[src/sv/tlbpt_pkg.sv]
// Shared constants, types and helper functions for the TLB page-table translator.
// No dependencies; the TLB, the top level and the testbench refer to it by scoped names.
`timescale 1ns / 1ps
`default_nettype none

package tlbpt_pkg;

    localparam int VA_W        = 16;
    localparam int OFFSET_W    = 8;
    localparam int PAGE_COUNT  = 256;
    localparam int PAGE_IDX_W  = $clog2(PAGE_COUNT);
    localparam int TLB_ENTRIES = 16;
    localparam int TLB_IDX_W   = $clog2(TLB_ENTRIES);
    localparam int TAG_W       = 8;
    localparam int FRAME_W     = 8;
    localparam int TDATA_W     = ((VA_W + 7) / 8) * 8;
    localparam int TUSER_W     = 2;

    typedef enum logic [1:0] {
        S_IDLE    = 2'b01,
        S_RESOLVE = 2'b10
    } t_state;

    typedef struct packed {
        logic               hit;
        logic [FRAME_W-1:0] frame;
    } t_tlb_lookup;

    typedef struct packed {
        logic               en;
        logic [TAG_W-1:0]   tag;
        logic [FRAME_W-1:0] frame;
    } t_tlb_fill;

    function automatic logic [PAGE_IDX_W-1:0] page_of(input logic [VA_W-1:0] va);
        logic [VA_W-1:0] sh;
        sh = va >> OFFSET_W;
        return sh[PAGE_IDX_W-1:0];
    endfunction

    function automatic logic [OFFSET_W-1:0] offset_of(input logic [VA_W-1:0] va);
        return va[OFFSET_W-1:0];
    endfunction

    function automatic logic [TAG_W-1:0] tag_of(input logic [PAGE_IDX_W-1:0] page);
        logic [31:0] w;
        w = 32'(page);
        return w[TAG_W-1:0];
    endfunction

    function automatic logic [VA_W-1:0] phys_of(input logic [FRAME_W-1:0] frame,
                                                input logic [OFFSET_W-1:0] offset);
        logic [31:0] w;
        w = (32'(frame) << OFFSET_W) | 32'(offset);
        return w[VA_W-1:0];
    endfunction

endpackage

`default_nettype wire

[src/sv/tlbpt_ram.sv]
// Generic single-port-write, single-port-read synchronous RAM with registered read.
// No dependencies.
`timescale 1ns / 1ps
`default_nettype none

module tlbpt_ram #(
    parameter int WIDTH = 8,
    parameter int DEPTH = 256
) (
    input  wire logic                     i_clk,
    input  wire logic                     i_wr_en,
    input  wire logic [$clog2(DEPTH)-1:0] i_wr_addr,
    input  wire logic [WIDTH-1:0]         i_wr_data,
    input  wire logic                     i_rd_en,
    input  wire logic [$clog2(DEPTH)-1:0] i_rd_addr,
    output logic      [WIDTH-1:0]         o_rd_data
);

    logic [WIDTH-1:0] r_mem [DEPTH];

    always_ff @(posedge i_clk) begin
        if (i_wr_en) begin
            r_mem[i_wr_addr] <= i_wr_data;
        end
        if (i_rd_en) begin
            o_rd_data <= r_mem[i_rd_addr];
        end
    end

endmodule

`default_nettype wire

[src/sv/tlbpt_tlb.sv]
// Fully associative TLB with valid bits and FIFO replacement.
// Depends on tlbpt_pkg.
`timescale 1ns / 1ps
`default_nettype none

module tlbpt_tlb (
    input  wire logic                         i_clk,
    input  wire logic                         i_rst_n,
    input  wire logic [tlbpt_pkg::TAG_W-1:0]  i_tag,
    input  wire tlbpt_pkg::t_tlb_fill         i_fill,
    output tlbpt_pkg::t_tlb_lookup            o_lookup
);

    logic [tlbpt_pkg::TAG_W-1:0]     r_tag   [tlbpt_pkg::TLB_ENTRIES];
    logic [tlbpt_pkg::FRAME_W-1:0]   r_frame [tlbpt_pkg::TLB_ENTRIES];
    logic [tlbpt_pkg::TLB_ENTRIES-1:0] r_valid;
    logic [tlbpt_pkg::TLB_IDX_W-1:0] r_ptr;

    // The lowest-numbered matching entry wins.
    always_comb begin
        o_lookup = '0;
        for (int i = tlbpt_pkg::TLB_ENTRIES - 1; i >= 0; i--) begin
            if (r_valid[i] && (r_tag[i] == i_tag)) begin
                o_lookup.hit   = 1'b1;
                o_lookup.frame = r_frame[i];
            end
        end
    end

    always_ff @(posedge i_clk) begin
        if (!i_rst_n) begin
            r_valid <= '0;
            r_ptr   <= '0;
        end else if (i_fill.en) begin
            r_valid[r_ptr] <= 1'b1;
            r_ptr          <= r_ptr + 1'b1;
        end
    end

    always_ff @(posedge i_clk) begin
        if (i_fill.en) begin
            r_tag[r_ptr]   <= i_fill.tag;
            r_frame[r_ptr] <= i_fill.frame;
        end
    end

endmodule

`default_nettype wire

[src/sv/tlb_page_table_translator_top.sv]
// Top level of the TLB-fronted page-table translator with demand paging.
// Depends on tlbpt_pkg, tlbpt_ram and tlbpt_tlb.
`timescale 1ns / 1ps
`default_nettype none

// Channel   Direction  tdata                    tuser
// s_axis    in         virtual_address [15:0]   -
// m_axis    out        phys_addr [15:0]         tlb_hit [0], page_fault [1]
//
// An address is accepted in S_IDLE, where the page table RAM is read; S_RESOLVE then
// compares the TLB, resolves the frame and writes back the table and the TLB.
// Reset clears the TLB valid bits, the page table valid bits and both counters.
// A held result stalls the resolve state; no new address is taken while it waits.

module tlb_page_table_translator_top (
    input  wire logic                            i_clk,
    input  wire logic                            i_rst_n,
    input  wire logic                            s_axis_tvalid,
    output logic                                 s_axis_tready,
    input  wire logic [tlbpt_pkg::TDATA_W-1:0]   s_axis_tdata,  // virtual_address
    output logic                                 m_axis_tvalid,
    input  wire logic                            m_axis_tready,
    output logic      [tlbpt_pkg::TDATA_W-1:0]   m_axis_tdata,  // phys_addr
    output logic      [tlbpt_pkg::TUSER_W-1:0]   m_axis_tuser   // tlb_hit, page_fault
);

    tlbpt_pkg::t_state                  r_state, n_state;
    logic [tlbpt_pkg::VA_W-1:0]         r_va;
    logic [tlbpt_pkg::PAGE_COUNT-1:0]   r_map_valid;
    logic [tlbpt_pkg::FRAME_W-1:0]      r_next_free;
    logic                               r_out_valid;
    logic [tlbpt_pkg::VA_W-1:0]         r_out_pa;
    logic                               r_out_hit;
    logic                               r_out_fault;

    logic                               accept;
    logic                               fire;
    logic                               fault;
    logic [tlbpt_pkg::PAGE_IDX_W-1:0]   page;
    logic [tlbpt_pkg::FRAME_W-1:0]      map_rd_frame;
    logic [tlbpt_pkg::FRAME_W-1:0]      frame;
    tlbpt_pkg::t_tlb_lookup             lookup;
    tlbpt_pkg::t_tlb_fill               fill;

    assign s_axis_tready = (r_state == tlbpt_pkg::S_IDLE);
    assign accept        = s_axis_tvalid && s_axis_tready;
    assign fire          = (r_state == tlbpt_pkg::S_RESOLVE) && (!r_out_valid || m_axis_tready);
    assign page          = tlbpt_pkg::page_of(r_va);
    assign fault         = !lookup.hit && !r_map_valid[page];

    always_comb begin
        if (lookup.hit) begin
            frame = lookup.frame;
        end else if (r_map_valid[page]) begin
            frame = map_rd_frame;
        end else begin
            frame = r_next_free;
        end
    end

    assign fill.en    = fire && !lookup.hit;
    assign fill.tag   = tlbpt_pkg::tag_of(page);
    assign fill.frame = frame;

    tlbpt_ram #(
        .WIDTH (tlbpt_pkg::FRAME_W),
        .DEPTH (tlbpt_pkg::PAGE_COUNT)
    ) u_map_ram (
        .i_clk     (i_clk),
        .i_wr_en   (fire && fault),
        .i_wr_addr (page),
        .i_wr_data (r_next_free),
        .i_rd_en   (accept),
        .i_rd_addr (tlbpt_pkg::page_of(s_axis_tdata[tlbpt_pkg::VA_W-1:0])),
        .o_rd_data (map_rd_frame)
    );

    tlbpt_tlb u_tlb (
        .i_clk    (i_clk),
        .i_rst_n  (i_rst_n),
        .i_tag    (tlbpt_pkg::tag_of(page)),
        .i_fill   (fill),
        .o_lookup (lookup)
    );

    always_comb begin
        n_state = r_state;
        case (r_state)
            tlbpt_pkg::S_IDLE: begin
                if (accept) begin
                    n_state = tlbpt_pkg::S_RESOLVE;
                end
            end
            tlbpt_pkg::S_RESOLVE: begin
                if (fire) begin
                    n_state = tlbpt_pkg::S_IDLE;
                end
            end
            default: n_state = tlbpt_pkg::S_IDLE;
        endcase
    end

    always_ff @(posedge i_clk) begin
        if (!i_rst_n) begin
            r_state     <= tlbpt_pkg::S_IDLE;
            r_map_valid <= '0;
            r_next_free <= '0;
            r_out_valid <= 1'b0;
        end else begin
            r_state <= n_state;
            if (fire && fault) begin
                r_map_valid[page] <= 1'b1;
                r_next_free       <= r_next_free + 1'b1;
            end
            if (fire) begin
                r_out_valid <= 1'b1;
            end else if (m_axis_tready) begin
                r_out_valid <= 1'b0;
            end
        end
    end

    always_ff @(posedge i_clk) begin
        if (accept) begin
            r_va <= s_axis_tdata[tlbpt_pkg::VA_W-1:0];
        end
        if (fire) begin
            r_out_pa    <= tlbpt_pkg::phys_of(frame, tlbpt_pkg::offset_of(r_va));
            r_out_hit   <= lookup.hit;
            r_out_fault <= fault;
        end
    end

    assign m_axis_tvalid = r_out_valid;
    assign m_axis_tdata  = tlbpt_pkg::TDATA_W'(r_out_pa);
    assign m_axis_tuser  = {r_out_fault, r_out_hit};

    a_hit_not_fault: assert property (@(posedge i_clk) disable iff (!i_rst_n)
        m_axis_tvalid |-> !(m_axis_tuser[0] && m_axis_tuser[1]))
        else $error("result flags both hit and fault");

    a_accept_resolve: assert property (@(posedge i_clk) disable iff (!i_rst_n)
        accept |=> (r_state == tlbpt_pkg::S_RESOLVE))
        else $error("accepted address did not move to resolve");

    a_free_advance: assert property (@(posedge i_clk) disable iff (!i_rst_n)
        (fire && fault) |=> (r_next_free == tlbpt_pkg::FRAME_W'($past(r_next_free) + 1'b1)))
        else $error("free frame counter did not advance on a fault");

    a_hit_mapped: assert property (@(posedge i_clk) disable iff (!i_rst_n)
        ((r_state == tlbpt_pkg::S_RESOLVE) && lookup.hit) |-> r_map_valid[page])
        else $error("TLB hit on a page the table does not map");

endmodule

`default_nettype wire

[config.mk]
export PLATFORM = sky130hd
export DESIGN_NAME = tlb_page_table_translator_top
export DESIGN_NICKNAME = d
export VERILOG_FILES = /design/src/sv/tlbpt_pkg.sv /design/src/sv/tlbpt_ram.sv /design/src/sv/tlbpt_tlb.sv /design/src/sv/tlb_page_table_translator_top.sv
export SDC_FILE = /design/constraint.sdc
export NUM_CORES = 2
export LEC_CHECK = 0
export ABC_AREA = 1
export BUFFER_PORTS_ARGS = -buffer_cell sky130_fd_sc_hd__buf_2
export CAP_MARGIN = 30
export CORE_MARGIN = 5
export CORE_UTILIZATION = 37
export CTS_CLUSTER_SIZE = 40
export DETAILED_ROUTE_END_ITERATION = 10
export PLACE_DENSITY = 0.54
export SYNTH_ARGS = -nofsm -noshare
export SYNTH_HDL_FRONTEND = slang
export SYNTH_HIERARCHICAL = 1
export SYNTH_SLANG_ARGS = --single-unit
[constraint.sdc]
create_clock -name i_clk -period 6.1 [get_ports i_clk]
set_input_delay 0.915 -clock i_clk [delete_from_list [all_inputs] [get_ports i_clk]]
set_output_delay 0.915 -clock i_clk [all_outputs]
set_load 0.05 [all_outputs]
==> results.yml <==
status:
  status: "finished, final reports clean"
finish:
  final_common_cell: "nand2_1"
  final_area_um2: 124000
  drive_gt1_frac: 0.0701
  area_delta_synth_final_pct: 11.6
  nFillCells: 28200
  fin_nets: 10300
  layout_common_cells: "nand2_1 (2939), edfxtp_1 (2346), nand3_1 (2309)"
synthesis:
  ys_types: 58
  syn_inst: 10400
  synth.net_count: 10500
  synthFlopType: "edfxtp_1"
  synthesis.area_um2: 111000
  synthArstFlopShare: 0
  synth_edf_count: 2346
  synth.ff_latch_count: 2633
  seq_area_frac_synth: 0.687
  yosysWarnings: 6
  syn_avg_cell_area_um2: 10.6
sta:
  finalCriticalPeriod_ns: 5.75
  tns_ns: 0
  skew_ns: 0.0540
  hold_violations: 0
  rsz0062_at_grt: "no"
  relSlewSlack: 0.300
  setup_viol_count_final: 0
  worst_pin_slew_ns: 1.05
  post-route-period-util: 0.942
  slew_viol_final: 0
  fmax_mhz: 174
drt:
  viasPerCell: 5.34
  drc: 0
  routedWlPerCell_um: 22.4
  drt_iter0_markers: 8962
  vias: 77100
  drt_first_pass_iters: 6
  ant_nets: 0
  finalWirelength_mm: 324
floorplan:
  core_region_area_um2: 299000
  fp.dieW_um: 557
  die_y_um: 557
  ios: 40
  die_area_um2: 311000
  rows: 201
  initial_core_util: 0.371
global_route:
  grt_pass1_wl_mm: 480
  grt_max_degree: 198
  grt_pass1_vias: 73500
  grtUsageTotal: 0.202
  gr-total-overflow: 0
  antenna_found_initial: 9
power:
  p_leak_nw: 44.3
  p_per_area_nw_per_um2: 309
  vdd_ir_drop_max_uv: 227
clock_tree:
  cts_buffer_depth: 4
  clkLatencyLatePin_ns: 0.85
  htreeDepth: 5
  root_buffer: "clkbuf_16"
  cts_setup_buffers: 0
  cts.sinks: 2633
  cts_tree: "yes"
  cts-buffers-inserted: 289
  clk_transition_reported_paths_ns: 0.06
  ctsResizeCount: 0
  hold_buffers: 0
worst_setup_path:
  crit_path_end_kind: "flip-flop"
  cp-start-kind: "flip-flop"
  crit_arrival_ns: 6.22
  crit_type: "flip-flop to flip-flop"
  cp_max_fo: 18
  cp_data_required_time_ns: 6.57
placed_design:
  port_buffers: 39
  gp_congestion: 0.854
  hpwl_mm: 186
  placed_area_um2: 115000
hold_path:
  min_path_type: "input port to flip-flop"
job:
  maxCapViolations: 0
## cell families (layout without fill, tap and decap cells)
family / after synthesis / count (layout) / share of synthesized area
AND/OR/NAND/NOR: 6131 / 6131 / 0.237
flip-flops: 2633 / 2633 / 0.687
buffers and inverters: 1134 / 1190 / 0.0488
AO/OA/AOI/OAI: 476 / 476 / 0.0228
XOR/XNOR: 45 / 45 / 0.00355
adder cells (fa/ha/maj): 5 / 5 / 0.000564
multiplexers: 1 / 1 / 0.0000903
other: 0 / 6 / 0
## sequential cells by signal, summed over array words and instances (netlist names)
name and cells:
m_axis_tdata 16, m_axis_tvalid 1, r_map_valid 256, r_next_free 8
r_out_fault 1, r_out_hit 1, r_state 2, r_va 16
u_map_ram/o_rd_data 8, u_map_ram/r_mem 2048, u_tlb/r_frame 128, u_tlb/r_ptr 4
u_tlb/r_tag 128, u_tlb/r_valid 16
## cells in the mapped netlist (all sizes together), types with 11 or more instances
| master | number | area [µm²] |
|---|---|---|
| clkbuf | 216 | 811 |
| nor3 | 25 | 166 |
| nand4 | 11 | 75.1 |
| nand3 | 2321 | 11700 |
| a21oi | 308 | 1560 |
| nor2 | 791 | 3060 |
| edfxtp | 2346 | 70400 |
| nand2 | 2958 | 11200 |
| o21ai | 133 | 669 |
| inv | 452 | 1710 |
| buf | 464 | 2880 |
| xor2 | 35 | 307 |
| nor4 | 11 | 68.8 |
| dfxtp | 287 | 5750 |
## critical path, stage by stage, from the launching register on
cell and delay, ns:
edfxtp_1 0.65, inv_2 0.42, nand2_1 0.16, nand2_1 0.10, nor2_1 0.05, nand3_1 0.13, nor2_4 0.08, nor4_1 0.57
nand4_1 0.23, nor3_2 0.48, nand2_1 0.28, inv_1 0.39, nand2_1 0.69, buf_4 0.49, nor2_1 0.59
## metrics by stage
stage | utilization | worst slack (ns) | instances | hold WS (ns) | power (mW)
floorplan | - | 1.25 | 10400 | 0.400 | 20.9
global placement | 0.382 | 0.222 | 13900 | 0.401 | 21.5
detailed placement | 0.383 | 0.459 | 13900 | 0.406 | 21.6
global route | 0.414 | 0.0267 | 14400 | 0.248 | 39.4
finish | 0.414 | 0.354 | 14400 | 0.283 | 38.2
CTS | 0.414 | 0.381 | 14400 | 0.213 | 38.5
## power breakdown
group	internal [mW]	switching, mW
clock network	9.92	7.09
logic	0.410	1.35
registers	19.4	0.0214
total	29.7	8.46
## layer usage
metal | up-vias | part of all wire | wire length (µm) | GRT usage
met4 | 0 | 0.034 | 10900 | 0.0652
met3 | 561 | 0.069 | 22300 | 0.0282
met5 | - | 0 | 0 | 0
met2 | 2960 | 0.46 | 150000 | 0.322
met1 | 38000 | 0.43 | 141000 | 0.284
li1 | 35500 | - | - | -
## worst paths after layout
check,slack [ns],start,end,depth (start not counted)
worst min-delay path,0.28,s_axis_tdata[3],r_va[3]$_DFFE_PP_,1
worst max register to register,0.35,r_va[8]$_DFFE_PP_,u_map_ram/r_mem[12][7]$_DFFE_PP_,14
worst min register to register,0.42,r_va[1]$_DFFE_PP_,m_axis_tdata[1]$_DFFE_PP_,0
worst max-delay path,0.35,r_va[8]$_DFFE_PP_,u_map_ram/r_mem[12][7]$_DFFE_PP_,14
## final cells by class
cell class | count | area, µm² | area share
antenna | 6 | 15.0 | 0.000121
sequential | 2633 | 76200 | 0.616
timing repair buffer | 230 | 2430 | 0.0196
clock inverter | 154 | 1350 | 0.0109
tap | 3958 | 4950 | 0.0400
multi-input combinational | 6658 | 29300 | 0.237
clock buffer | 352 | 7740 | 0.0625
inverter | 454 | 1760 | 0.0142
No activity file was read; power rests on OpenSTA's default activity.
